File: config.mk
export PLATFORM = sky130hd
export DESIGN_NAME = pat_scale
export DESIGN_NICKNAME = d
export VERILOG_FILES = /design/src/hw/rtl/point_affine_transform_macros.svh /design/src/hw/rtl/pat_pkg.sv /design/src/hw/rtl/pat_scale.sv
export SDC_FILE = /design/constraint.sdc
export NUM_CORES = 2
export LEC_CHECK = 0
export ABC_AREA = 1
export BUFFER_PORTS_ARGS = -buffer_cell sky130_fd_sc_hd__buf_2
export CORE_MARGIN = 4
export CORE_UTILIZATION = 50
export CTS_CLUSTER_DIAMETER = 50
export DETAILED_ROUTE_END_ITERATION = 7
export GPL_TIMING_DRIVEN = 1
export HOLD_SLACK_MARGIN = 0.05
export PLACE_DENSITY = 0.67
export SLEW_MARGIN = 15
export SYNTH_ARGS = -nofsm -noshare
export SYNTH_HDL_FRONTEND = slang
export SYNTH_SLANG_ARGS = --single-unit
File: constraint.sdc
create_clock -name clk -period 6.3 [get_ports clk]
set_input_delay 0.315 -clock clk [delete_from_list [all_inputs] [get_ports clk]]
set_output_delay 0.315 -clock clk [all_outputs]
set_load 0.02 [all_outputs]
File: src/hw/rtl/point_affine_transform_macros.svh
// Assertion macros shared by the point affine transform RTL.
`ifndef POINT_AFFINE_TRANSFORM_MACROS_SVH
`define POINT_AFFINE_TRANSFORM_MACROS_SVH

// Overlapping implication, sampled on clk and disabled during reset.
`define PAT_ASSERT_SAME(lbl, ante, cons) \
  lbl: assert property (@(posedge clk) disable iff (rst) (ante) |-> cons) \
    else $error("point_affine_transform: assertion failed");

// Next-cycle implication, sampled on clk and disabled during reset.
`define PAT_ASSERT_NEXT(lbl, ante, cons) \
  lbl: assert property (@(posedge clk) disable iff (rst) (ante) |=> cons) \
    else $error("point_affine_transform: assertion failed");

`endif

File: src/hw/rtl/pat_pkg.sv
// Shared types, constants and rounding helpers for the point affine transform.
package pat_pkg;

  // Configuration register file geometry.
  localparam int REG_BITS  = 16;
  localparam int NUM_REGS  = 8;
  localparam int ADDR_BITS = 4;

  // Fraction bits of the Q8.8 scale and shear factors.
  localparam int SCALE_FRAC_BITS = 8;

  // Intermediate coordinates are held clamped to +-(2^46 - 1), so 47 bits signed.
  localparam int WIDE_BITS = 47;
  // Working width for sums of products before rounding and clamping.
  localparam int CALC_BITS = 64;

  // Register stages from an accepted transaction to its result strobe.
  localparam int PIPE_DEPTH = 10;

  localparam logic signed [WIDE_BITS-1:0] WIDE_MAX = {1'b0, {(WIDE_BITS-1){1'b1}}};
  localparam logic signed [WIDE_BITS-1:0] WIDE_MIN =
    {1'b1, {(WIDE_BITS-2){1'b0}}, 1'b1};

  // Register indexes on the configuration port.
  typedef enum logic [ADDR_BITS-1:0] {
    REG_ROT_COS = 4'd0,
    REG_ROT_SIN = 4'd1,
    REG_SHIFT_X = 4'd2,
    REG_SHIFT_Y = 4'd3,
    REG_SCALE_X = 4'd4,
    REG_SCALE_Y = 4'd5,
    REG_SHEAR_X = 4'd6,
    REG_SHEAR_Y = 4'd7
  } pat_reg_t;

  // All configuration registers as seen by the datapath.
  typedef struct packed {
    logic signed [REG_BITS-1:0] rot_cos;
    logic signed [REG_BITS-1:0] rot_sin;
    logic signed [REG_BITS-1:0] shift_x;
    logic signed [REG_BITS-1:0] shift_y;
    logic signed [REG_BITS-1:0] scale_x;
    logic signed [REG_BITS-1:0] scale_y;
    logic signed [REG_BITS-1:0] shear_x;
    logic signed [REG_BITS-1:0] shear_y;
  } pat_cfg_t;

  localparam pat_cfg_t CFG_RESET = '{
    rot_cos: 16'sd16384,
    rot_sin: 16'sd0,
    shift_x: 16'sd0,
    shift_y: 16'sd0,
    scale_x: 16'sd256,
    scale_y: 16'sd256,
    shear_x: 16'sd0,
    shear_y: 16'sd0
  };

  // A point between pipeline sections, in the clamped intermediate range.
  typedef struct packed {
    logic signed [WIDE_BITS-1:0] x;
    logic signed [WIDE_BITS-1:0] y;
  } pat_pt_t;

  // Clamp a working value to the intermediate range.
  function automatic logic signed [WIDE_BITS-1:0] clamp_wide(
    input logic signed [CALC_BITS-1:0] v
  );
    logic signed [CALC_BITS-1:0] hi;
    logic signed [CALC_BITS-1:0] lo;
    hi = CALC_BITS'(WIDE_MAX);
    lo = CALC_BITS'(WIDE_MIN);
    if (v > hi) begin
      return WIDE_MAX;
    end else if (v < lo) begin
      return WIDE_MIN;
    end
    return v[WIDE_BITS-1:0];
  endfunction

  // Divide by 2^frac, rounding half away from zero. For negative values the
  // bias is one less than half, which turns the arithmetic shift's floor into
  // the symmetric rounding.
  function automatic logic signed [CALC_BITS-1:0] round_shift(
    input logic signed [CALC_BITS-1:0] v,
    input int unsigned                 frac
  );
    logic signed [CALC_BITS-1:0] half;
    logic signed [CALC_BITS-1:0] biased;
    half   = {{(CALC_BITS-1){1'b0}}, 1'b1} << (frac - 1);
    biased = v + half - {{(CALC_BITS-1){1'b0}}, v[CALC_BITS-1]};
    return biased >>> frac;
  endfunction

endpackage

File: src/hw/rtl/pat_scale.sv
// Per-axis scale section: Q8.8 product, then rounding and clamp.
module pat_scale import pat_pkg::*; (
  input  logic     clk,
  input  logic     rst,
  input  logic     in_valid,
  input  pat_pt_t  pt_in,
  input  pat_cfg_t cfg,
  output logic     out_valid,
  output pat_pt_t  pt_out
);

  localparam int PROD_BITS = WIDE_BITS + REG_BITS;

  logic                        vld1;
  logic signed [PROD_BITS-1:0] prod_x;
  logic signed [PROD_BITS-1:0] prod_y;

  // Valid bits travel with the data.
  always_ff @(posedge clk) begin
    if (rst) begin
      vld1      <= 1'b0;
      out_valid <= 1'b0;
    end else begin
      vld1      <= in_valid;
      out_valid <= vld1;
    end
  end

  // Scale products.
  always_ff @(posedge clk) begin
    prod_x <= pt_in.x * cfg.scale_x;
    prod_y <= pt_in.y * cfg.scale_y;
  end

  // Drop the Q8.8 fraction and clamp.
  always_ff @(posedge clk) begin
    pt_out.x <= clamp_wide(round_shift(CALC_BITS'(prod_x), SCALE_FRAC_BITS));
    pt_out.y <= clamp_wide(round_shift(CALC_BITS'(prod_y), SCALE_FRAC_BITS));
  end

endmodule

==> impl_results.md <==
* Rows at 136
* Total gr overflow at 0
* Num CTS Buffers at 24
* Setup ws final at between 0.2 and 0.3 ns
* EDFF count, synth at 0
* WL/cell at 16.6 µm
* CP arrival at between 6 and 7 ns
* Vias at 61000
* Final period util at 95.9%
* DR iter-0 viols at 4701
* Worst slack, placed at -0.250 ns
* Final Hold Fails at 0
* Share of cells above drive strength 1 at 10.6%
* Post-synthesis average cell area at 7.08 µm²
* Most frequent cells after synthesis: 3004 x inv_1, 2786 x nand2_1, 1392 x fa_1
* Design area at 78700 µm²
* Final Util at 57.1%
* Status: finished, final reports clean
* Worst skew pair latency at between 0.5 and 0.6 ns
* Die width at 381 µm
* Final wirelength at 205000 µm
* Clk pin slew, worst setup/hold paths at roughly 0.07 ns
* Io pins at 320
* Core ar. at 138000 µm²
* Multiplexer share of the synthesized area at 0%
* Via-to-Cell Ratio at 4.96
* RR Startpoint: prod_x[49]
* Gp weighted congestion at 0.972
* Min-Delay Endpoint: prod_x[0]
* Met2 Use GR at a little over two fifths
* Area grow syn2layout at 13.1%
* Die Y at roughly 380 µm
* Placed Instance Area at between 70000 and 80000 µm²
* Top cells by area, synth: fa_1 40%, inv_1 16%, nand2_1 15%
* Drc violations at 0
* Path depth of the worst reg2reg path at 19
* Slowest stage delay, CP at 0.57 ns
* Initial antenna violation count at 24
* Ys flop type: dfxtp_1
* Clock sinks at 222
* Antenna Violating Nets Remaining at 0
* Top delay family on crit path: adder cells
* Worst-Margin Slew at approximately 0.97 ns
* Netlist cell types at 54
* WS Path Type: in -> reg
* Clock skew at 0.0132 ns
* Post-synthesis cell count at 9823
* Fillcell total at 13100
* MaxCap Viol Count at 0
* Hold Path Stages at 4
* Met1 Usage GRT at around 44%
* Worst setup SP type: input pin
* Required @ worst endpoint at approximately 6.8 ns
* Setup violators final at 0
* #FFs+latches synth at ~220
* H-tree depth at 1
* Share of the synthesized area in the top cell type at roughly two fifths
* R2R Path End: pt_out[50]
* Hold Crit Start: pt_in[47]
* Longest Clk Path Bufs at 3
* Crit-path slowest cell: fa_1
* Adder-Cell Fraction of Synth Area at roughly 47%
* Final Max Slew Viols at 0
* Hold Path Class: in -> reg
* Largest net degree at the start of global routing at 47
* DRT Pass-1 Iters at 6
* Starting Density at 50.5%
* Worst setup EP type: flip-flop
* RSZ-0062 raised after global routing: false
* Peak Freq at 0.166 GHz
* CTS root buf: clkbuf_16
* First-pass GRT wire length at 333000 µm
* Full die area at 145000 µm²
* Top cell type by total area after synthesis: fa_1
* Port bufs at 223
* Synth Net Count at about 12000
* Synthesized area at 69600 µm²
* Most frequent cell after synthesis: inv_1
* Post-Synth XOR/XNOR Area at approximately 2.0%
* Post-synthesis compound-gate area fraction at 4.66%
* Largest family of logic cells by synthesized area: adder cells
* Critical path fanouts, max at 14
* Post-synthesis sequential area ratio at 6.39%
* Vias in the first global route at a little over 60000
* GRT Util Overall at between 20 and 30%
* Post-Synth Simple-Gate Area at 21.2%
* Reg2Reg Setup Slack at 2.52 ns
* Nets at 12500
* CTS tree: done
* Final HPWL DP at around 180000 µm
* Max-slew headroom at 35.3%
* Top Usage Layer GRT: met1
* Final min period at roughly 6.0 ns
* Post-synth ARST share at 0%
* Buf+Inv Stages, Crit Path at 11
* M3 GR Usage at 4.08%
* Warnings, synthesis at 0
cell type report:
cell class | instances | area [µm²] | share of cell area (%)
inverter | 3016 | 11300 | 14.4
clock buffer | 28 | 647 | 0.822
tap | 1794 | 2240 | 2.85
timing repair buffer | 959 | 7330 | 9.32
multi-input combinational | 6240 | 52400 | 66.7
sequential | 222 | 4440 | 5.65
clock inverter | 16 | 213 | 0.270
antenna | 14 | 35.0 | 0.0445
through the flow:
| step | std cells | hold slack, ns | setup TNS, ns |
|---|---|---|---|
| 2_1_floorplan | 9823 | 0.386 | 0 |
| 3_3_place_gp | 12200 | 0.397 | -0.999 |
| 3_5_place_dp | 12200 | 0.408 | -2.58 |
| 4_1_cts | 12300 | 0.215 | 0 |
| 5_1_grt | 12300 | 0.270 | 0 |
| 6_report | 12300 | 0.269 | 0 |
tightest hold or removal path: cells and delay by family:
family	cells	cell delay, ns
buffers and inverters	3	0.38
and+or+nand+nor	1	0.08
kinds of logic after synthesis:
group / after synthesis
AOI/OAI and AO/OA: 582
adders and majority gates: 1804
buffers and inverters: 3361
and+or+nand+nor: 3696
xor gates and xnor gates: 158
DFF: 222
cells in the final DEF, fill, tap and decap left out, types with 13 or more instances in the layout:
cell	instances
o21bai_1	16
nor4_1	15
nand3b_1	25
buf_12	54
fa_1	1392
buf_2	222
xnor2_1	52
inv_1	3004
a21boi_0	13
dfxtp_1	222
nand2_2	42
a21o_1	32
clkbuf_16	25
or2_2	17
nor2_1	495
o21ai_0	148
nand4_1	38
nand3_1	189
nor3_1	35
nand2_1	2786
diode_2	14
a21oi_1	281
ha_1	412
o21a_1	15
buf_4	679
nor2_2	19
a31oi_1	46
xor2_1	106
sequential cells by signal, summed over array words and instances, names as in the netlist:
register   count
out_valid      1
prod_x        63
prod_y        63
pt_out        94
vld1           1
worst max-delay path by stage:
stage	startpoint	to	slack [ns]	depth (start not counted)
2_1_floorplan	pt_in[7]	prod_y[58]	0.27	29
3_3_place_gp	cfg[33]	prod_y[54]	-0.17	28
3_5_place_dp	cfg[33]	prod_y[54]	-0.25	28
4_1_cts	cfg[33]	prod_y[54]	0.34	28
5_1_grt	cfg[33]	prod_y[58]	0.01	30
6_report	cfg[33]	prod_y[54]	0.26	28
timing repair:
action                     4_1_cts  5_1_grt
resized for setup                0        6
setup buffers                    0        0
hold buffers                     2        0
hold endpoints to repair         2        0
setup endpoints to repair        0        5
per-layer routing:
metal	wire length (µm)	vias up	share of wire (%)
li1	-	29000	-
met1	96500	29500	47
met2	86900	2239	42
met3	16700	254	8.1
met4	4500	6	2.2
met5	47	-	0.023
Power is not shown: default switching activity piles up to over one toggle a cycle in this logic, so the estimate is an artifact.
