**config.mk**
```make
export PLATFORM = sky130hd
export DESIGN_NAME = pat_shear
export DESIGN_NICKNAME = d
export VERILOG_FILES = /design/src/hw/rtl/point_affine_transform_macros.svh /design/src/hw/rtl/pat_pkg.sv /design/src/hw/rtl/pat_shear.sv
export SDC_FILE = /design/constraint.sdc
export NUM_CORES = 2
export LEC_CHECK = 0
export BUFFER_PORTS_ARGS = -buffer_cell sky130_fd_sc_hd__buf_4
export CORE_MARGIN = 5
export CORE_UTILIZATION = 45
export CTS_CLUSTER_SIZE = 24
export DETAILED_ROUTE_END_ITERATION = 10
export GPL_ROUTABILITY_DRIVEN = 0
export SLEW_MARGIN = 20
export SYNTH_ARGS = -nofsm -noshare
export SYNTH_HDL_FRONTEND = slang
export SYNTH_SLANG_ARGS = --single-unit
```
**constraint.sdc**
```tcl
create_clock -name clk -period 11.2 [get_ports clk]
set_input_delay 2.8 -clock clk [delete_from_list [all_inputs] [get_ports clk]]
set_output_delay 2.8 -clock clk [all_outputs]
set_load 0.01 [all_outputs]
```
**src/hw/rtl/point_affine_transform_macros.svh**
```systemverilog
// Assertion macros shared by the point affine transform RTL.
`ifndef POINT_AFFINE_TRANSFORM_MACROS_SVH
`define POINT_AFFINE_TRANSFORM_MACROS_SVH

// Overlapping implication, sampled on clk and disabled during reset.
`define PAT_ASSERT_SAME(lbl, ante, cons) \
  lbl: assert property (@(posedge clk) disable iff (rst) (ante) |-> cons) \
    else $error("point_affine_transform: assertion failed");

// Next-cycle implication, sampled on clk and disabled during reset.
`define PAT_ASSERT_NEXT(lbl, ante, cons) \
  lbl: assert property (@(posedge clk) disable iff (rst) (ante) |=> cons) \
    else $error("point_affine_transform: assertion failed");

`endif

```
**src/hw/rtl/pat_pkg.sv**
```systemverilog
// Shared types, constants and rounding helpers for the point affine transform.
package pat_pkg;

  // Configuration register file geometry.
  localparam int REG_BITS  = 16;
  localparam int NUM_REGS  = 8;
  localparam int ADDR_BITS = 4;

  // Fraction bits of the Q8.8 scale and shear factors.
  localparam int SCALE_FRAC_BITS = 8;

  // Intermediate coordinates are held clamped to +-(2^46 - 1), so 47 bits signed.
  localparam int WIDE_BITS = 47;
  // Working width for sums of products before rounding and clamping.
  localparam int CALC_BITS = 64;

  // Register stages from an accepted transaction to its result strobe.
  localparam int PIPE_DEPTH = 10;

  localparam logic signed [WIDE_BITS-1:0] WIDE_MAX = {1'b0, {(WIDE_BITS-1){1'b1}}};
  localparam logic signed [WIDE_BITS-1:0] WIDE_MIN =
    {1'b1, {(WIDE_BITS-2){1'b0}}, 1'b1};

  // Register indexes on the configuration port.
  typedef enum logic [ADDR_BITS-1:0] {
    REG_ROT_COS = 4'd0,
    REG_ROT_SIN = 4'd1,
    REG_SHIFT_X = 4'd2,
    REG_SHIFT_Y = 4'd3,
    REG_SCALE_X = 4'd4,
    REG_SCALE_Y = 4'd5,
    REG_SHEAR_X = 4'd6,
    REG_SHEAR_Y = 4'd7
  } pat_reg_t;

  // All configuration registers as seen by the datapath.
  typedef struct packed {
    logic signed [REG_BITS-1:0] rot_cos;
    logic signed [REG_BITS-1:0] rot_sin;
    logic signed [REG_BITS-1:0] shift_x;
    logic signed [REG_BITS-1:0] shift_y;
    logic signed [REG_BITS-1:0] scale_x;
    logic signed [REG_BITS-1:0] scale_y;
    logic signed [REG_BITS-1:0] shear_x;
    logic signed [REG_BITS-1:0] shear_y;
  } pat_cfg_t;

  localparam pat_cfg_t CFG_RESET = '{
    rot_cos: 16'sd16384,
    rot_sin: 16'sd0,
    shift_x: 16'sd0,
    shift_y: 16'sd0,
    scale_x: 16'sd256,
    scale_y: 16'sd256,
    shear_x: 16'sd0,
    shear_y: 16'sd0
  };

  // A point between pipeline sections, in the clamped intermediate range.
  typedef struct packed {
    logic signed [WIDE_BITS-1:0] x;
    logic signed [WIDE_BITS-1:0] y;
  } pat_pt_t;

  // Clamp a working value to the intermediate range.
  function automatic logic signed [WIDE_BITS-1:0] clamp_wide(
    input logic signed [CALC_BITS-1:0] v
  );
    logic signed [CALC_BITS-1:0] hi;
    logic signed [CALC_BITS-1:0] lo;
    hi = CALC_BITS'(WIDE_MAX);
    lo = CALC_BITS'(WIDE_MIN);
    if (v > hi) begin
      return WIDE_MAX;
    end else if (v < lo) begin
      return WIDE_MIN;
    end
    return v[WIDE_BITS-1:0];
  endfunction

  // Divide by 2^frac, rounding half away from zero. For negative values the
  // bias is one less than half, which turns the arithmetic shift's floor into
  // the symmetric rounding.
  function automatic logic signed [CALC_BITS-1:0] round_shift(
    input logic signed [CALC_BITS-1:0] v,
    input int unsigned                 frac
  );
    logic signed [CALC_BITS-1:0] half;
    logic signed [CALC_BITS-1:0] biased;
    half   = {{(CALC_BITS-1){1'b0}}, 1'b1} << (frac - 1);
    biased = v + half - {{(CALC_BITS-1){1'b0}}, v[CALC_BITS-1]};
    return biased >>> frac;
  endfunction

endpackage

```
**src/hw/rtl/pat_shear.sv**
```systemverilog
// Shear section: x is sheared by y first, then y by the new x.
module pat_shear import pat_pkg::*; (
  input  logic     clk,
  input  logic     rst,
  input  logic     in_valid,
  input  pat_pt_t  pt_in,
  input  pat_cfg_t cfg,
  output logic     out_valid,
  output pat_pt_t  pt_out
);

  localparam int PROD_BITS = WIDE_BITS + REG_BITS;

  logic [2:0]                  vld;
  logic signed [PROD_BITS-1:0] prod_a;
  logic signed [PROD_BITS-1:0] prod_b;
  logic signed [WIDE_BITS-1:0] x_a;
  logic signed [WIDE_BITS-1:0] y_a;
  logic signed [WIDE_BITS-1:0] x_b;
  logic signed [WIDE_BITS-1:0] y_b;
  logic signed [WIDE_BITS-1:0] x_c;
  logic signed [WIDE_BITS-1:0] y_c;

  // Valid bits travel with the data.
  always_ff @(posedge clk) begin
    if (rst) begin
      vld       <= '0;
      out_valid <= 1'b0;
    end else begin
      vld       <= {vld[1:0], in_valid};
      out_valid <= vld[2];
    end
  end

  // Product of y with the x shear factor.
  always_ff @(posedge clk) begin
    prod_a <= pt_in.y * cfg.shear_x;
    x_a    <= pt_in.x;
    y_a    <= pt_in.y;
  end

  // New x.
  always_ff @(posedge clk) begin
    x_b <= clamp_wide(CALC_BITS'(x_a) + round_shift(CALC_BITS'(prod_a), SCALE_FRAC_BITS));
    y_b <= y_a;
  end

  // Product of the new x with the y shear factor.
  always_ff @(posedge clk) begin
    prod_b <= x_b * cfg.shear_y;
    x_c    <= x_b;
    y_c    <= y_b;
  end

  // New y.
  always_ff @(posedge clk) begin
    pt_out.x <= x_c;
    pt_out.y <= clamp_wide(CALC_BITS'(y_c) + round_shift(CALC_BITS'(prod_b), SCALE_FRAC_BITS));
  end

endmodule

```
==> impl_metrics.py <==
metrics = {
    "grt": {
        "grt_max_degree": 48,
        "grt_pass1_vias": 62400,
        "antenna_found_initial": 11,
        "gr-usage-all-layers_pct": 24.8,
        "grt_pass1_wl_um": 344000,
        "grt_remaining_overflow": 0,
    },
    "floorplanning": {
        "num_rows": 150,
        "die-area_mm2": 0.176,
        "fp.dieH_um": 420,
        "pin_count": 320,
        "chipWidth_um": 420,
        "start_util_pct": 45.3,
        "coreArea_mm2": 0.167,
    },
    "timing": {
        "fin_crit_sh_pct": 86.8,
        "rsz0062_at_grt": "no",
        "skew_ns": 0.0596,
        "worstMarginPinSlew_ns": 1.11,
        "clock.fmax_mhz": 103,
        "hold_violations": 0,
        "relSlewSlack_pct": 25.6,
        "hold_slack_ns": 0.297,
        "period_minus_slack_ns": 9.72,
        "slew_violations": 0,
        "setup_slack_ns": 1.48,
        "setup_viol": 0,
        "setup_tns_ns": 0,
    },
    "yosys": {
        "yosysMostFrequentCell": "inv_1",
        "synth_enable_flop_cells": 0,
        "ys_types": 91,
        "yosys_warnings": 0,
        "yosysSeqAreaShare_pct": 13.4,
        "syn_nets": 10700,
        "syn_avg_cell_area_um2": 8.81,
        "synth_area_leader_cell": "fa_1",
        "synthTopCellsByCount": "inv_1 (1602), fa_1 (1394), nand2_1 (1223), ha_1 (526), dfxtp_1 (506)",
        "synthFlopType": "dfxtp_1",
        "yosys_register_bits": 506,
        "synthCells": 8589,
        "synthArstFlopShare_pct": 0,
        "ys_top_cells_by_area": "fa_1 (37%), dfxtp_1 (13%), ha_1 (8.7%), inv_1 (7.9%), nand2_1 (6.1%)",
        "synthesis.area_mm2": 0.0757,
        "synth.top_cell.area_share_pct": 36.9,
    },
    "clock_tree": {
        "clockBufferDepth": 3,
        "post_cts_buffers": 0,
        "cts_hold_buf": 0,
        "cts_root_buf": "clkbuf_16",
        "numCtsBuffers": 56,
        "cts.sinks": 506,
        "clk_pin_slew_ns": 0.06,
        "cts_tree": "built",
        "cts_resized": 0,
        "htreeDepth": 2,
        "clock_latency_ns": 0.71,
    },
    "setup_path": {
        "end_kind": "flip-flop",
        "cp.required_ns": 11.81,
        "cp-start-kind": "input pin",
        "path_max_fanout": 26,
        "arrival_ns": 10.33,
        "crit_type": "input pin to flip-flop",
    },
    "placement": {
        "io_buffers": 223,
        "preCtsSetupSlack_ns": 0.862,
        "dp_hpwl_um": 174000,
        "dp_cells": 10700,
    },
    "worst_hold_path": {
        "holdCritPathClass": "flip-flop to flip-flop",
    },
    "layout": {
        "final_cells": 10800,
        "drive_gt1_share_pct": 5.00,
        "fin_nets": 10700,
        "areaGrowthSynthToFinish_pct": 6.92,
    },
    "route": {
        "firstDrtPassIters": 6,
        "vias_per_cell": 5.43,
        "drt_iter0_drc": 4002,
        "ant_nets": 0,
        "wirelength_um": 216000,
        "drc": 0,
        "wl_per_cell_um": 20.0,
        "vias": 58600,
    },
    "job": {
        "maxCapViolations": 0,
    },
    "run_status": {
        "status": "complete, no violations",
    },
}
==> cells in the final DEF, fill, tap and decap left out, drive strengths merged, types with 13 or more instances in the layout <==
cell	netlist	routed
a211oi	41	41
a21boi	22	22
a21o	205	205
a21oi	429	429
a221oi	16	16
a311oi	13	13
a31oi	46	46
and2	466	466
and3	44	44
buf	35	268
clkbuf	352	69
clkinv	0	14
dfxtp	506	506
fa	1394	1394
ha	526	526
inv	1602	1611
nand2	1223	1223
nand2b	132	132
nand3	94	94
nand4	90	90
nor2	224	224
nor2b	51	51
nor3	64	64
nor4	20	20
o211ai	27	27
o21a	51	51
o21ai	255	255
o21bai	67	67
o31a	17	17
o31ai	28	28
or2	20	20
or3	20	20
or4	15	15
xnor2	212	212
xor2	115	115
==> registers in the layout (all words and copies together), names as in the netlist, 3 cells and up <==
signal	flops
y_b	47
vld	3
x_c	47
x_b	47
x_a	47
y_c	47
pt_out	94
y_a	47
prod_b	63
prod_a	63
==> through the flow <==
step / util, % / instance area [um^2]
finish: 48.4 / 80900
floorplan: - / 75700
detailed placement: 47.2 / 78900
CTS: 48.4 / 80900
global route: 48.4 / 80900
global placement: 47.2 / 78900
==> metal layers <==
metal | GRT usage (%) | part of all wire, % | up-vias
met5 | 0 | 0.0056 | -
met4 | 8.87 | 4.0 | 2
met3 | 3.66 | 6.5 | 421
li1 | - | - | 26700
met1 | 31.3 | 40 | 29600
met2 | 43.1 | 49 | 1868
==> area by class of cell <==
cell class,instances,area (um^2)
clock inverter,35,434
tap,2204,2760
inverter,1602,6010
timing repair buffer,268,2050
sequential,506,10100
clock buffer,69,1540
antenna,4,10.0
multi-input combinational,6094,58000
fill,15900,86300
==> cells by family (layout without fill, tap and decap cells) <==
group	after synthesis	in the layout	synth area share, %
and+or+nand+nor	2503	2503	15.8
buffers and inverters	1989	1974	10.0
adders and majority gates	1920	1920	45.6
AOI/OAI and AO/OA	1340	1340	11.4
DFF	506	506	13.4
xor gates and xnor gates	327	327	3.78
muxes	4	4	0.0546
other	0	4	0
==> worst paths after layout <==
kind / start / slack, ns / to / cells past startpoint
setup / recovery: cfg[2] / 1.48 / prod_b[61] / 26
hold / removal: x_c[21] / 0.30 / pt_out[68] / 0
setup reg to reg: x_b[7] / 2.91 / prod_b[61] / 25
hold reg to reg: x_c[21] / 0.30 / pt_out[68] / 0
==> worst max-delay path: stages <==
cell       delay, ns
buf_4           0.32
nand2_1         0.15
fa_1            0.57
inv_1           0.06
fa_1            0.52
inv_1           0.05
fa_1            0.50
inv_1           0.06
fa_1            0.53
inv_1           0.05
fa_1            0.50
inv_1           0.06
fa_1            0.37
ha_1            0.40
a21o_1          0.21
a21o_1          0.22
a2111oi_0       0.66
o31ai_1         0.22
a211o_1         0.33
a31oi_1         0.37
o21ai_0         0.31
a41o_1          0.36
o211ai_1        0.24
o21ai_0         0.11
a21oi_1         0.18
xnor2_1         0.13
Power is left out: the tool's default activity adds up to more than one toggle a clock period on the data nets, which glitch-free logic cannot reach.
