## config.mk

```make
export PLATFORM = sky130hd
export DESIGN_NAME = pat_rotate
export DESIGN_NICKNAME = d
export VERILOG_FILES = /design/src/hw/rtl/point_affine_transform_macros.svh /design/src/hw/rtl/pat_pkg.sv /design/src/hw/rtl/pat_rotate.sv
export SDC_FILE = /design/constraint.sdc
export NUM_CORES = 2
export LEC_CHECK = 0
export BUFFER_PORTS_ARGS = -buffer_cell sky130_fd_sc_hd__clkbuf_2
export CAP_MARGIN = 30
export CORE_MARGIN = 3
export CORE_UTILIZATION = 59
export DETAILED_ROUTE_END_ITERATION = 10
export PLACE_DENSITY = 0.85
export SLEW_MARGIN = 25
export SYNTH_ARGS = -nofsm -noshare
export SYNTH_HDL_FRONTEND = slang
export SYNTH_SLANG_ARGS = --single-unit
```

## constraint.sdc

```tcl
create_clock -name clk -period 7.2 [get_ports clk]
set_clock_uncertainty 0.05 [all_clocks]
set_input_delay 1.44 -clock clk [delete_from_list [all_inputs] [get_ports clk]]
set_output_delay 1.44 -clock clk [all_outputs]
set_load 0.03 [all_outputs]
```

## src/hw/rtl/point_affine_transform_macros.svh

```systemverilog
// Assertion macros shared by the point affine transform RTL.
`ifndef POINT_AFFINE_TRANSFORM_MACROS_SVH
`define POINT_AFFINE_TRANSFORM_MACROS_SVH

// Overlapping implication, sampled on clk and disabled during reset.
`define PAT_ASSERT_SAME(lbl, ante, cons) \
  lbl: assert property (@(posedge clk) disable iff (rst) (ante) |-> cons) \
    else $error("point_affine_transform: assertion failed");

// Next-cycle implication, sampled on clk and disabled during reset.
`define PAT_ASSERT_NEXT(lbl, ante, cons) \
  lbl: assert property (@(posedge clk) disable iff (rst) (ante) |=> cons) \
    else $error("point_affine_transform: assertion failed");

`endif

```

## src/hw/rtl/pat_pkg.sv

```systemverilog
// Shared types, constants and rounding helpers for the point affine transform.
package pat_pkg;

  // Configuration register file geometry.
  localparam int REG_BITS  = 16;
  localparam int NUM_REGS  = 8;
  localparam int ADDR_BITS = 4;

  // Fraction bits of the Q8.8 scale and shear factors.
  localparam int SCALE_FRAC_BITS = 8;

  // Intermediate coordinates are held clamped to +-(2^46 - 1), so 47 bits signed.
  localparam int WIDE_BITS = 47;
  // Working width for sums of products before rounding and clamping.
  localparam int CALC_BITS = 64;

  // Register stages from an accepted transaction to its result strobe.
  localparam int PIPE_DEPTH = 10;

  localparam logic signed [WIDE_BITS-1:0] WIDE_MAX = {1'b0, {(WIDE_BITS-1){1'b1}}};
  localparam logic signed [WIDE_BITS-1:0] WIDE_MIN =
    {1'b1, {(WIDE_BITS-2){1'b0}}, 1'b1};

  // Register indexes on the configuration port.
  typedef enum logic [ADDR_BITS-1:0] {
    REG_ROT_COS = 4'd0,
    REG_ROT_SIN = 4'd1,
    REG_SHIFT_X = 4'd2,
    REG_SHIFT_Y = 4'd3,
    REG_SCALE_X = 4'd4,
    REG_SCALE_Y = 4'd5,
    REG_SHEAR_X = 4'd6,
    REG_SHEAR_Y = 4'd7
  } pat_reg_t;

  // All configuration registers as seen by the datapath.
  typedef struct packed {
    logic signed [REG_BITS-1:0] rot_cos;
    logic signed [REG_BITS-1:0] rot_sin;
    logic signed [REG_BITS-1:0] shift_x;
    logic signed [REG_BITS-1:0] shift_y;
    logic signed [REG_BITS-1:0] scale_x;
    logic signed [REG_BITS-1:0] scale_y;
    logic signed [REG_BITS-1:0] shear_x;
    logic signed [REG_BITS-1:0] shear_y;
  } pat_cfg_t;

  localparam pat_cfg_t CFG_RESET = '{
    rot_cos: 16'sd16384,
    rot_sin: 16'sd0,
    shift_x: 16'sd0,
    shift_y: 16'sd0,
    scale_x: 16'sd256,
    scale_y: 16'sd256,
    shear_x: 16'sd0,
    shear_y: 16'sd0
  };

  // A point between pipeline sections, in the clamped intermediate range.
  typedef struct packed {
    logic signed [WIDE_BITS-1:0] x;
    logic signed [WIDE_BITS-1:0] y;
  } pat_pt_t;

  // Clamp a working value to the intermediate range.
  function automatic logic signed [WIDE_BITS-1:0] clamp_wide(
    input logic signed [CALC_BITS-1:0] v
  );
    logic signed [CALC_BITS-1:0] hi;
    logic signed [CALC_BITS-1:0] lo;
    hi = CALC_BITS'(WIDE_MAX);
    lo = CALC_BITS'(WIDE_MIN);
    if (v > hi) begin
      return WIDE_MAX;
    end else if (v < lo) begin
      return WIDE_MIN;
    end
    return v[WIDE_BITS-1:0];
  endfunction

  // Divide by 2^frac, rounding half away from zero. For negative values the
  // bias is one less than half, which turns the arithmetic shift's floor into
  // the symmetric rounding.
  function automatic logic signed [CALC_BITS-1:0] round_shift(
    input logic signed [CALC_BITS-1:0] v,
    input int unsigned                 frac
  );
    logic signed [CALC_BITS-1:0] half;
    logic signed [CALC_BITS-1:0] biased;
    half   = {{(CALC_BITS-1){1'b0}}, 1'b1} << (frac - 1);
    biased = v + half - {{(CALC_BITS-1){1'b0}}, v[CALC_BITS-1]};
    return biased >>> frac;
  endfunction

endpackage

```

## src/hw/rtl/pat_rotate.sv

```systemverilog
// Rotation and translation section: products, rounding, then offset add.
module pat_rotate import pat_pkg::*; #(
  parameter int COORD_BITS     = 16,
  parameter int TRIG_FRAC_BITS = 14
) (
  input  logic                         clk,
  input  logic                         rst,
  input  logic                         in_valid,
  input  logic signed [COORD_BITS-1:0] x_in,
  input  logic signed [COORD_BITS-1:0] y_in,
  input  pat_cfg_t                     cfg,
  output logic                         out_valid,
  output pat_pt_t                      pt_out
);

  localparam int PROD_BITS = COORD_BITS + REG_BITS;

  logic                        vld1;
  logic                        vld2;
  logic signed [PROD_BITS-1:0] px_c;
  logic signed [PROD_BITS-1:0] py_s;
  logic signed [PROD_BITS-1:0] px_s;
  logic signed [PROD_BITS-1:0] py_c;
  logic signed [WIDE_BITS-1:0] rot_x;
  logic signed [WIDE_BITS-1:0] rot_y;

  // Valid bits travel with the data.
  always_ff @(posedge clk) begin
    if (rst) begin
      vld1      <= 1'b0;
      vld2      <= 1'b0;
      out_valid <= 1'b0;
    end else begin
      vld1      <= in_valid;
      vld2      <= vld1;
      out_valid <= vld2;
    end
  end

  // Four rotation products.
  always_ff @(posedge clk) begin
    px_c <= x_in * cfg.rot_cos;
    py_s <= y_in * cfg.rot_sin;
    px_s <= x_in * cfg.rot_sin;
    py_c <= y_in * cfg.rot_cos;
  end

  // Combine, round off the Q2.14 fraction and clamp.
  always_ff @(posedge clk) begin
    rot_x <= clamp_wide(round_shift(CALC_BITS'(px_c) - CALC_BITS'(py_s), TRIG_FRAC_BITS));
    rot_y <= clamp_wide(round_shift(CALC_BITS'(px_s) + CALC_BITS'(py_c), TRIG_FRAC_BITS));
  end

  // Integer translation.
  always_ff @(posedge clk) begin
    pt_out.x <= clamp_wide(CALC_BITS'(rot_x) + CALC_BITS'(cfg.shift_x));
    pt_out.y <= clamp_wide(CALC_BITS'(rot_y) + CALC_BITS'(cfg.shift_y));
  end

endmodule

```

==> results.sh <==
export IMPL_run_status="complete, no violations"
export IMPL_cp_arrival_ps=7600
export IMPL_gp_congestion=0.919
export IMPL_n_fill_cell=6301
export IMPL_fin_setup_tns_ps=0
export IMPL_synth_ff_type="dfxtp_1"
export IMPL_start_util_pct=59.7
export IMPL_met1_usage_pct=39.9
export IMPL_report_final_setup_viol=0
export IMPL_ys_ff_latch=267
export IMPL_finalMaxSlewViolations=0
export IMPL_crit_path_end_kind="flip-flop"
export IMPL_worstPathMaxFanout=13
export IMPL_port_buffers=193
export IMPL_period_needed_ps=7130
export IMPL_syn_num_nets=7575
export IMPL_die_w_um=305
export IMPL_core_area_um2=88600
export IMPL_first_pass_iters=8
export IMPL_hold_start="vld1$_SDFF_PP0_"
export IMPL_gr_total_overflow=0
export IMPL_routed_via_density=5.57
export IMPL_grt_busiest_layer="met2"
export IMPL_fin_ws_ps=66.9
export IMPL_yosysSeqAreaShare_pct=10.1
export IMPL_synthesis_area_um2=52900
export IMPL_rsz0062_at_grt="yes"
export IMPL_critPathLaunchType="primary input"
export IMPL_numCtsBuffers=30
export IMPL_r2r_start="px_s[1]$_DFF_P_"
export IMPL_wl_per_cell_um=17.8
export IMPL_drcViolationCount=0
export IMPL_dpl_cell_area_um2=58500
export IMPL_max_slew_worst_pin_slew_ps=867
export IMPL_layout_worst_path_cycle_share_pct=99.1
export IMPL_drt_iter0_markers=3471
export IMPL_synthTopCellsByArea="fa_1 (40%), ha_1 (12%), dfxtp_1 (10%), inv_1 (9.0%), and2_1 (5.2%)"
export IMPL_synth_top_cell_area_share_pct=39.8
export IMPL_seqCellArea_um2=5350
export IMPL_path_class="primary input to flip-flop"
export IMPL_r2r_slack_ps=1330
export IMPL_num_vias=41974
export IMPL_hold_violations=0
export IMPL_drive_above_1_share_pct=12.9
export IMPL_die_area_um2=93300
export IMPL_ctsLongestPathBuffers=3
export IMPL_use_met2_pct=46.6
export IMPL_grt_pass1_wl_um=223000
export IMPL_grt_pass1_vias=44814
export IMPL_final_nets=8059
export IMPL_clk_latency_ps=610
export IMPL_hold_path_class="flip-flop to flip-flop"
export IMPL_cts_hold_buf=0
export IMPL_grt_use_met3_pct=5.60
export IMPL_slew_headroom_pct=41.4
export IMPL_fin_hold_ws_ps=392
export IMPL_synth_avg_cell_area_um2=9.02
export IMPL_r2r_cells=21
export IMPL_async_reset_ff_share_pct=0
export IMPL_multiInputGateArea_um2=42300
export IMPL_path_clk_slew_ps=60
export IMPL_yosys_top_cells_count="inv_1 (1262), fa_1 (1052), nand2_1 (643)"
export IMPL_syn_to_final_growth_pct=13.5
export IMPL_synth_cells=5862
export IMPL_num_rows=109
export IMPL_final_cell_area_um2=60000
export IMPL_yosysMostFrequentCell="inv_1"
export IMPL_crit_reg2reg_capture="rot_y[18]$_DFF_P_"
export IMPL_cts_root_buf="clkbuf_16"
export IMPL_die_h_um=305
export IMPL_detailedPlace_worstSlack_ps=-761
export IMPL_wl_um=135000
export IMPL_post_dp_hpwl_um=113000
export IMPL_synth_top_area_cell="fa_1"
export IMPL_min_to="vld2$_SDFF_PP0_"
export IMPL_timing_fmax_mhz=140
export IMPL_cap_violations=0
export IMPL_netlist_cell_type_count=87
export IMPL_htreeDepth=1
export IMPL_cts_tree="built"
export IMPL_crit_required_ps=7670
export IMPL_hold_depth=1
export IMPL_cts_sinks=267
export IMPL_grt_antenna_before_repair=11
export IMPL_ant_nets=0
export IMPL_grt_total_usage_pct=29.3
export IMPL_grt_max_degree=33
export IMPL_io_pins=258
export IMPL_yosysWarnings=0
export IMPL_synth_edf_count=0
[cell type report]
class	instances	area share, %
well taps	1165	2.43
multi-input cells	4111	70.5
inverters	1262	7.89
clock inverters	16	0.375
clock buffers	40	1.42
diodes	7	0.0292
flip-flops and latches	267	8.91
repair buffers	674	8.49
[worst max-delay path: stages]
cell and delay (ps):
clkbuf_2 100, buf_12 160, buf_4 220, nand2_1 110, fa_1 500, inv_1 50, fa_1 480, inv_1 50
fa_1 460, fa_1 560, inv_1 50, fa_1 470, inv_1 50, fa_1 480, inv_1 40, ha_1 290
buf_4 110, o21ai_0 80, o21ai_1 160, o211a_1 270, nand3b_1 230, nand2_2 100, o21a_1 230, o211ai_1 280
a21oi_1 110, o21ai_1 170, xor2_1 180, buf_4 150
[through the flow]
stage / std cells / util [%]
3_5_place_dp: 7468 / 66.0
6_report: 7542 / 67.7
3_3_place_gp: 7468 / 66.0
4_1_cts: 7524 / 67.2
5_1_grt: 7538 / 67.7
2_1_floorplan: 5862 / -
[cell usage in the layout (no fill, tap or decap), types with 75 or more instances in the layout]
cell / netlist / routed
nand2_1: 643 / 638
a21oi_1: 234 / 222
a21o_1: 85 / 85
o21ai_0: 174 / 164
clkbuf_2: 1 / 172
nand2b_1: 79 / 79
xnor2_1: 195 / 194
ha_1: 498 / 489
xor2_1: 75 / 75
fa_1: 1052 / 1046
dfxtp_1: 267 / 267
and2_1: 438 / 435
nor2_1: 177 / 175
inv_1: 1262 / 1260
buf_4: 1 / 435
[worst max path at each step]
| stage | startpoint | endpoint | slack [ps] | depth (start not counted) |
|---|---|---|---|---|
| after detailed placement | cfg[113] | py_c[31]$_DFF_P_ | -760 | 23 |
| final | x_in[5] | px_s[30]$_DFF_P_ | 70 | 28 |
| after global placement | cfg[114] | py_c[31]$_DFF_P_ | -610 | 22 |
| after global routing | y_in[7] | py_s[30]$_DFF_P_ | -220 | 24 |
| after floorplan | cfg[126] | px_c[28]$_DFF_P_ | -70 | 23 |
| after CTS | x_in[6] | px_s[30]$_DFF_P_ | 2 | 28 |
[what timing repair did]
action,in CTS,in global routing
pin swaps,0,25
setup endpoints to repair,9,32
resized for setup,10,107
setup buffers,0,10
cloned,0,1
[routing by layer]
layer  vias up  part of all wire [%]
met5         -                 0.021
met2      1953                    46
li1      18846                     -
met3       374                    10
met4         6                   4.4
met1     20795                    39
[sequential cells by signal (all words and copies together), names as in the netlist]
register	cells
pt_out	94
px_c	32
px_s	32
py_c	32
py_s	32
rot_x	21
rot_y	21
out_valid	1
vld1	1
vld2	1
[cell families (layout without fill, tap and decap cells)]
family | count (synthesis) | after routing | share of synthesized area, %
other | 0 | 7 | 0
XOR/XNOR | 270 | 270 | 4.47
multiplexers | 2 | 2 | 0.0378
AND/OR/NAND/NOR | 1560 | 1560 | 14.5
AO/OA/AOI/OAI | 729 | 729 | 8.70
buffers and inverters | 1484 | 1992 | 10.6
adder cells (fa/ha/maj) | 1550 | 1550 | 51.6
flip-flops | 267 | 267 | 10.1
Power is left out: the tool's default activity adds up to more than one toggle a clock period on the data nets, which glitch-free logic cannot reach.
