--- config.mk ---
export PLATFORM = sky130hd
export DESIGN_NAME = pat_cfg_regs
export DESIGN_NICKNAME = d
export VERILOG_FILES = /design/src/hw/rtl/pat_pkg.sv /design/src/hw/rtl/pat_cfg_regs.sv
export VERILOG_INCLUDE_DIRS = /design/src /design/src/hw/rtl
export SDC_FILE = /design/constraint.sdc
export NUM_CORES = 1
export LEC_CHECK = 0
export ABC_AREA = 1
export BUFFER_PORTS_ARGS = -buffer_cell sky130_fd_sc_hd__buf_2
export CELL_PAD_IN_SITES_DETAIL_PLACEMENT = 2
export CELL_PAD_IN_SITES_GLOBAL_PLACEMENT = 2
export CORE_MARGIN = 10
export CORE_UTILIZATION = 29
export DETAILED_ROUTE_END_ITERATION = 16
export PLACE_DENSITY = 0.9
export SYNTH_ARGS = -nofsm -noshare
export SYNTH_HDL_FRONTEND = slang
export SYNTH_SLANG_ARGS = --single-unit
--- constraint.sdc ---
create_clock -name clk -period 2.6 [get_ports clk]
set_input_delay 0.78 -clock clk [delete_from_list [all_inputs] [get_ports clk]]
set_output_delay 0.78 -clock clk [all_outputs]
set_load 0.1 [all_outputs]
--- src/hw/rtl/point_affine_transform_macros.svh ---
// Assertion macros shared by the point affine transform RTL.
`ifndef POINT_AFFINE_TRANSFORM_MACROS_SVH
`define POINT_AFFINE_TRANSFORM_MACROS_SVH

// Overlapping implication, sampled on clk and disabled during reset.
`define PAT_ASSERT_SAME(lbl, ante, cons) \
  lbl: assert property (@(posedge clk) disable iff (rst) (ante) |-> cons) \
    else $error("point_affine_transform: assertion failed");

// Next-cycle implication, sampled on clk and disabled during reset.
`define PAT_ASSERT_NEXT(lbl, ante, cons) \
  lbl: assert property (@(posedge clk) disable iff (rst) (ante) |=> cons) \
    else $error("point_affine_transform: assertion failed");

`endif

--- src/hw/rtl/pat_pkg.sv ---
// Shared types, constants and rounding helpers for the point affine transform.
package pat_pkg;

  // Configuration register file geometry.
  localparam int REG_BITS  = 16;
  localparam int NUM_REGS  = 8;
  localparam int ADDR_BITS = 4;

  // Fraction bits of the Q8.8 scale and shear factors.
  localparam int SCALE_FRAC_BITS = 8;

  // Intermediate coordinates are held clamped to +-(2^46 - 1), so 47 bits signed.
  localparam int WIDE_BITS = 47;
  // Working width for sums of products before rounding and clamping.
  localparam int CALC_BITS = 64;

  // Register stages from an accepted transaction to its result strobe.
  localparam int PIPE_DEPTH = 10;

  localparam logic signed [WIDE_BITS-1:0] WIDE_MAX = {1'b0, {(WIDE_BITS-1){1'b1}}};
  localparam logic signed [WIDE_BITS-1:0] WIDE_MIN =
    {1'b1, {(WIDE_BITS-2){1'b0}}, 1'b1};

  // Register indexes on the configuration port.
  typedef enum logic [ADDR_BITS-1:0] {
    REG_ROT_COS = 4'd0,
    REG_ROT_SIN = 4'd1,
    REG_SHIFT_X = 4'd2,
    REG_SHIFT_Y = 4'd3,
    REG_SCALE_X = 4'd4,
    REG_SCALE_Y = 4'd5,
    REG_SHEAR_X = 4'd6,
    REG_SHEAR_Y = 4'd7
  } pat_reg_t;

  // All configuration registers as seen by the datapath.
  typedef struct packed {
    logic signed [REG_BITS-1:0] rot_cos;
    logic signed [REG_BITS-1:0] rot_sin;
    logic signed [REG_BITS-1:0] shift_x;
    logic signed [REG_BITS-1:0] shift_y;
    logic signed [REG_BITS-1:0] scale_x;
    logic signed [REG_BITS-1:0] scale_y;
    logic signed [REG_BITS-1:0] shear_x;
    logic signed [REG_BITS-1:0] shear_y;
  } pat_cfg_t;

  localparam pat_cfg_t CFG_RESET = '{
    rot_cos: 16'sd16384,
    rot_sin: 16'sd0,
    shift_x: 16'sd0,
    shift_y: 16'sd0,
    scale_x: 16'sd256,
    scale_y: 16'sd256,
    shear_x: 16'sd0,
    shear_y: 16'sd0
  };

  // A point between pipeline sections, in the clamped intermediate range.
  typedef struct packed {
    logic signed [WIDE_BITS-1:0] x;
    logic signed [WIDE_BITS-1:0] y;
  } pat_pt_t;

  // Clamp a working value to the intermediate range.
  function automatic logic signed [WIDE_BITS-1:0] clamp_wide(
    input logic signed [CALC_BITS-1:0] v
  );
    logic signed [CALC_BITS-1:0] hi;
    logic signed [CALC_BITS-1:0] lo;
    hi = CALC_BITS'(WIDE_MAX);
    lo = CALC_BITS'(WIDE_MIN);
    if (v > hi) begin
      return WIDE_MAX;
    end else if (v < lo) begin
      return WIDE_MIN;
    end
    return v[WIDE_BITS-1:0];
  endfunction

  // Divide by 2^frac, rounding half away from zero. For negative values the
  // bias is one less than half, which turns the arithmetic shift's floor into
  // the symmetric rounding.
  function automatic logic signed [CALC_BITS-1:0] round_shift(
    input logic signed [CALC_BITS-1:0] v,
    input int unsigned                 frac
  );
    logic signed [CALC_BITS-1:0] half;
    logic signed [CALC_BITS-1:0] biased;
    half   = {{(CALC_BITS-1){1'b0}}, 1'b1} << (frac - 1);
    biased = v + half - {{(CALC_BITS-1){1'b0}}, v[CALC_BITS-1]};
    return biased >>> frac;
  endfunction

endpackage

--- src/hw/rtl/pat_cfg_regs.sv ---
// Configuration register file for the point affine transform.
`include "point_affine_transform_macros.svh"

module pat_cfg_regs import pat_pkg::*; (
  input  logic                 clk,
  input  logic                 rst,
  input  logic                 cfg_we,
  input  logic [ADDR_BITS-1:0] cfg_addr,
  input  logic [REG_BITS-1:0]  cfg_data,
  output pat_cfg_t             cfg
);

  // Write decode; indexes past the last register are dropped.
  always_ff @(posedge clk) begin
    if (rst) begin
      cfg <= CFG_RESET;
    end else if (cfg_we) begin
      case (cfg_addr)
        REG_ROT_COS: cfg.rot_cos <= cfg_data;
        REG_ROT_SIN: cfg.rot_sin <= cfg_data;
        REG_SHIFT_X: cfg.shift_x <= cfg_data;
        REG_SHIFT_Y: cfg.shift_y <= cfg_data;
        REG_SCALE_X: cfg.scale_x <= cfg_data;
        REG_SCALE_Y: cfg.scale_y <= cfg_data;
        REG_SHEAR_X: cfg.shear_x <= cfg_data;
        REG_SHEAR_Y: cfg.shear_y <= cfg_data;
        default: begin
        end
      endcase
    end
  end

  // A write to an unused index must not disturb any register.
  `PAT_ASSERT_NEXT(a_bad_index_ignored, cfg_we && (cfg_addr >= ADDR_BITS'(NUM_REGS)), $stable(cfg))

endmodule

==> results.txt <==
In this run the critical register-to-register path is launched from cfg[112]$_SDFFE_PP0P_. The critical path capture point type is an output port. The H-tree depth is 4.

Fill cells in the final layout number 2,111. The via count of the first global-routing pass came out at 5,477. The maximum fanout count along the critical path is 2.

The number of maximum-capacitance constraint violations is 0. The setup-violating endpoint count in the final report came out at 0. The final setup skew is 0 ns.

The number of cells on the critical path is 1. Entering global routing, the biggest net connects 36 pins. The signal on the critical path passes through buf_2. The post-synthesis instance area is 5050 µm². The residual overflow from global routing is 0. The fraction of the mapped netlist area in simple logic gates is 41.5%.

The number of clock buffers inserted by TritonCTS came out at 17. Setup repair after global routing left no endpoint under its margin. The I/O pin count came out at 151.

The floorplan has 48 rows. The wire length per cell came out at 18.1 µm. The per-cell via count in the routed design came out at 4.47. A synthesized cell averages 6.75 µm². The parity-gate share of the synthesized area counting xor and xnor cells is 0%.

The residual DRC count is 0. The total nets after synthesis is 772. During synthesis, Yosys emitted a total of 0 warnings. By area, the combinational part of the netlist is dominated by simple AND/OR/NAND/NOR gates. For flop-to-flop paths, the worst setup slack is 1.91 ns. STA puts the critical path data arrival time at 1.24 ns.

For hold timing, the worst endpoint is cfg[126]$_SDFFE_PP1P_. The area of the core region is 17,200 µm². The synthesized netlist devotes 0.198% of its cell area to compound gates. Yosys instantiated no cell more often than sky130_fd_sc_hd__nor2_1. The area occupied by registers came out at 2560 µm². The detail route stage leaves a number of antenna-violating nets equal to 0. The maximum clock frequency is 495 MHz. The clock sink count is 128. The tightest min-delay check is of the reg -> reg type. The delay contributed by the slowest stage of the critical path came out at 0.45 ns.

After detailed routing, the total wire length is 20,400 µm. The full die area is 23,100 µm². The final core utilization came out at 38.4%.

The minimum period implied by the final worst setup slack came out at 2.02 ns. For this block, the initial DRC count from the detailed router was 122. The startpoint of the lowest-slack hold path is cfg[126]$_SDFFE_PP1P_. The power density of the placed cells is 761 nW/µm². The worst path uses 77.7% of the clock period. The share of synthesized area spent on multiplexers came out at 0%.

The headroom to the max-slew limit came out at 56.5%. The number of hold buffers added after CTS is 0. Detailed routing inserted a total of 5,045 vias.

The initial antenna violation count came to 1. The distinct cell type count of the synthesized netlist came out at 15. The first-pass iteration count of the detailed router came out at 4. The area share of the leading cell type in the synthesized netlist came out at 50.7%. Together, buffers and inverters on the worst path number 1. The highest ir drop seen on vdd is 0.437 mV. The class of the most critical setup path is reg -> out. The number of flops mapped to enable cells by yosys is 0. In this run the horizontal extent of the chip is 152 µm. The transition time of the tightest slew-check pin came out at 0.652 ns.

Data on the critical path is required at its endpoint by 1.82 ns. CTS placed an instance of sky130_fd_sc_hd__clkbuf_16 at the clock tree root. The family of cells with the greatest summed delay on the critical path is buffers and inverters. The latest clock arrival within the worst-skew pair came out at 0.41 ns. The hold violation total from the final report is 0.

The tightest hold path in the finished design has a slack of 0.472 ns. The run finished with clean final reports. For the worst flop-to-flop path, the logic depth is 4. The clock passes through at most 2 buffers.

The number of pins exceeding their max-slew limit in the final report is 0. The final total negative setup slack came out at 0 ns. The worst hold path depth came out at 2.

The flip-flop count of the largest register after layout is 128. The sequential share of the synthesized area is 50.7%. The die span in y is 152 µm. The global-route wire length before repair is 31,700 µm. After clock tree synthesis, the clock-pin slew on the worst setup and hold paths is 0.06 ns.

For this run, asynchronously set or reset flops after synthesis account for 0%. The growth of design area from synthesis to finish came out at 30.5%. The count of buffers inserted at the top-level ports came out at 150. The synthesized-area fraction occupied by adder cells came out at 0%.

The final-stage net count is 913. The register bit count reported by yosys came out at 128. The share of cells above drive strength 1 is 22.8%. The endpoint identified for the worst register-to-register timing path is cfg[112]$_SDFFE_PP0P_. The number of instances in the synthesized netlist is 749. The register bank with the most flops is cfg.

Ranked by instance count, the synthesized netlist is headed by 253 x sky130_fd_sc_hd__nor2_1, 226 x sky130_fd_sc_hd__nand2_1, 128 x sky130_fd_sc_hd__dfxtp_1. The multi-input logic area came out at 2110 µm². The aggregate global-route resource usage is 17.3%. The sum of net half-perimeters after detailed placement came out at 14,300 µm. The initial cell density of the core is 29.4%.

Of all cell types, the one taking the most synthesized area is sky130_fd_sc_hd__dfxtp_1. The congestion estimate from routability-driven global placement came to 0.769. The category of the worst setup path launch point is a register. Among all stages on the critical path, the largest delay is contributed by sky130_fd_sc_hd__buf_2. In the final layout, the registers with the most flip-flops are cfg (128). In the synthesized netlist the dominant register cell turns out to be sky130_fd_sc_hd__dfxtp_1. After synthesis, the cell types taking the most area are sky130_fd_sc_hd__dfxtp_1 51%, sky130_fd_sc_hd__nor2_1 19%, sky130_fd_sc_hd__nand2_1 17%, sky130_fd_sc_hd__inv_1 3.9%, sky130_fd_sc_hd__buf_2 2.3%. The clock tree from TritonCTS is done. In this run the static leakage power is 0.00340 µW. Post-CTS repair changed the size of 0 cells. The buffers inserted during post-CTS setup optimization came out at 0.
-- layout make-up --
type | count | area share (%)
timing repair buffer | 163 | 13.2
sequential | 128 | 38.9
antenna | 1 | 0.0380
clock buffer | 21 | 6.83
inverter | 52 | 3.00
multi-input combinational | 528 | 32.0
clock inverter | 11 | 1.75
tap | 225 | 4.27
-- where the power goes --
group	internal, µW	total (µW)	switching (µW)
logic	109	655	547
clock network	1430	2330	905
registers	2010	2030	24.5
total	3540	5020	1480
-- worst max-delay path by stage --
stage	startpoint	end	slack [ns]
4_1_cts	cfg[40]$_SDFFE_PP1P_	cfg[40]	0.56
3_5_place_dp	cfg_we	cfg[49]$_SDFFE_PP0P_	0.61
2_1_floorplan	cfg[0]$_SDFFE_PP0P_	cfg[0]	0.90
6_report	cfg[38]$_SDFFE_PP0P_	cfg[38]	0.58
3_3_place_gp	cfg_we	cfg[5]$_SDFFE_PP0P_	0.68
5_1_grt	cfg[40]$_SDFFE_PP1P_	cfg[40]	0.53
-- metal layers --
metal / GRT usage, % / share of wire [%] / vias up
met3: 4.54 / 4.9 / 13
met5: 0 / 0 / -
li1: - / - / 2515
met2: 31.1 / 51 / 102
met4: 4.13 / 0.93 / 0
met1: 20.0 / 43 / 2415
-- cell usage in the layout, fill, tap and decap left out --
cell type	n
sky130_fd_sc_hd__diode_2	1
sky130_fd_sc_hd__nor2_4	3
sky130_fd_sc_hd__nand4_1	17
sky130_fd_sc_hd__inv_1	51
sky130_fd_sc_hd__bufinv_16	2
sky130_fd_sc_hd__o21ai_0	2
sky130_fd_sc_hd__nand3_1	19
sky130_fd_sc_hd__buf_4	11
sky130_fd_sc_hd__buf_2	150
sky130_fd_sc_hd__nand2_2	1
sky130_fd_sc_hd__nor2_2	6
sky130_fd_sc_hd__nor2_1	251
sky130_fd_sc_hd__nand3_2	3
sky130_fd_sc_hd__clkbuf_8	1
sky130_fd_sc_hd__dfxtp_1	128
sky130_fd_sc_hd__inv_4	1
sky130_fd_sc_hd__clkinv_2	6
sky130_fd_sc_hd__clkbuf_16	17
sky130_fd_sc_hd__buf_12	2
sky130_fd_sc_hd__clkinv_4	2
sky130_fd_sc_hd__clkbuf_1	3
sky130_fd_sc_hd__clkinvlp_4	1
sky130_fd_sc_hd__nand2_1	226
-- stage by stage --
step | setup slack, ns | total power [µW] | cell area, µm² | instances
floorplan | 0.895 | 2560 | 5050 | 749
global placement | 0.677 | 2720 | 6020 | 1096
detailed placement | 0.607 | 2740 | 6020 | 1096
CTS | 0.562 | 5070 | 6590 | 1128
global route | 0.535 | 5220 | 6590 | 1128
finish | 0.579 | 5020 | 6590 | 1129
-- cells by family (layout without fill, tap and decap cells) --
kind of cell	after synthesis	in the layout
simple gates	526	526
buf+inv	93	247
other cells	0	1
flops	128	128
compound gates	2	2
Power figures use the tool's default switching activity.
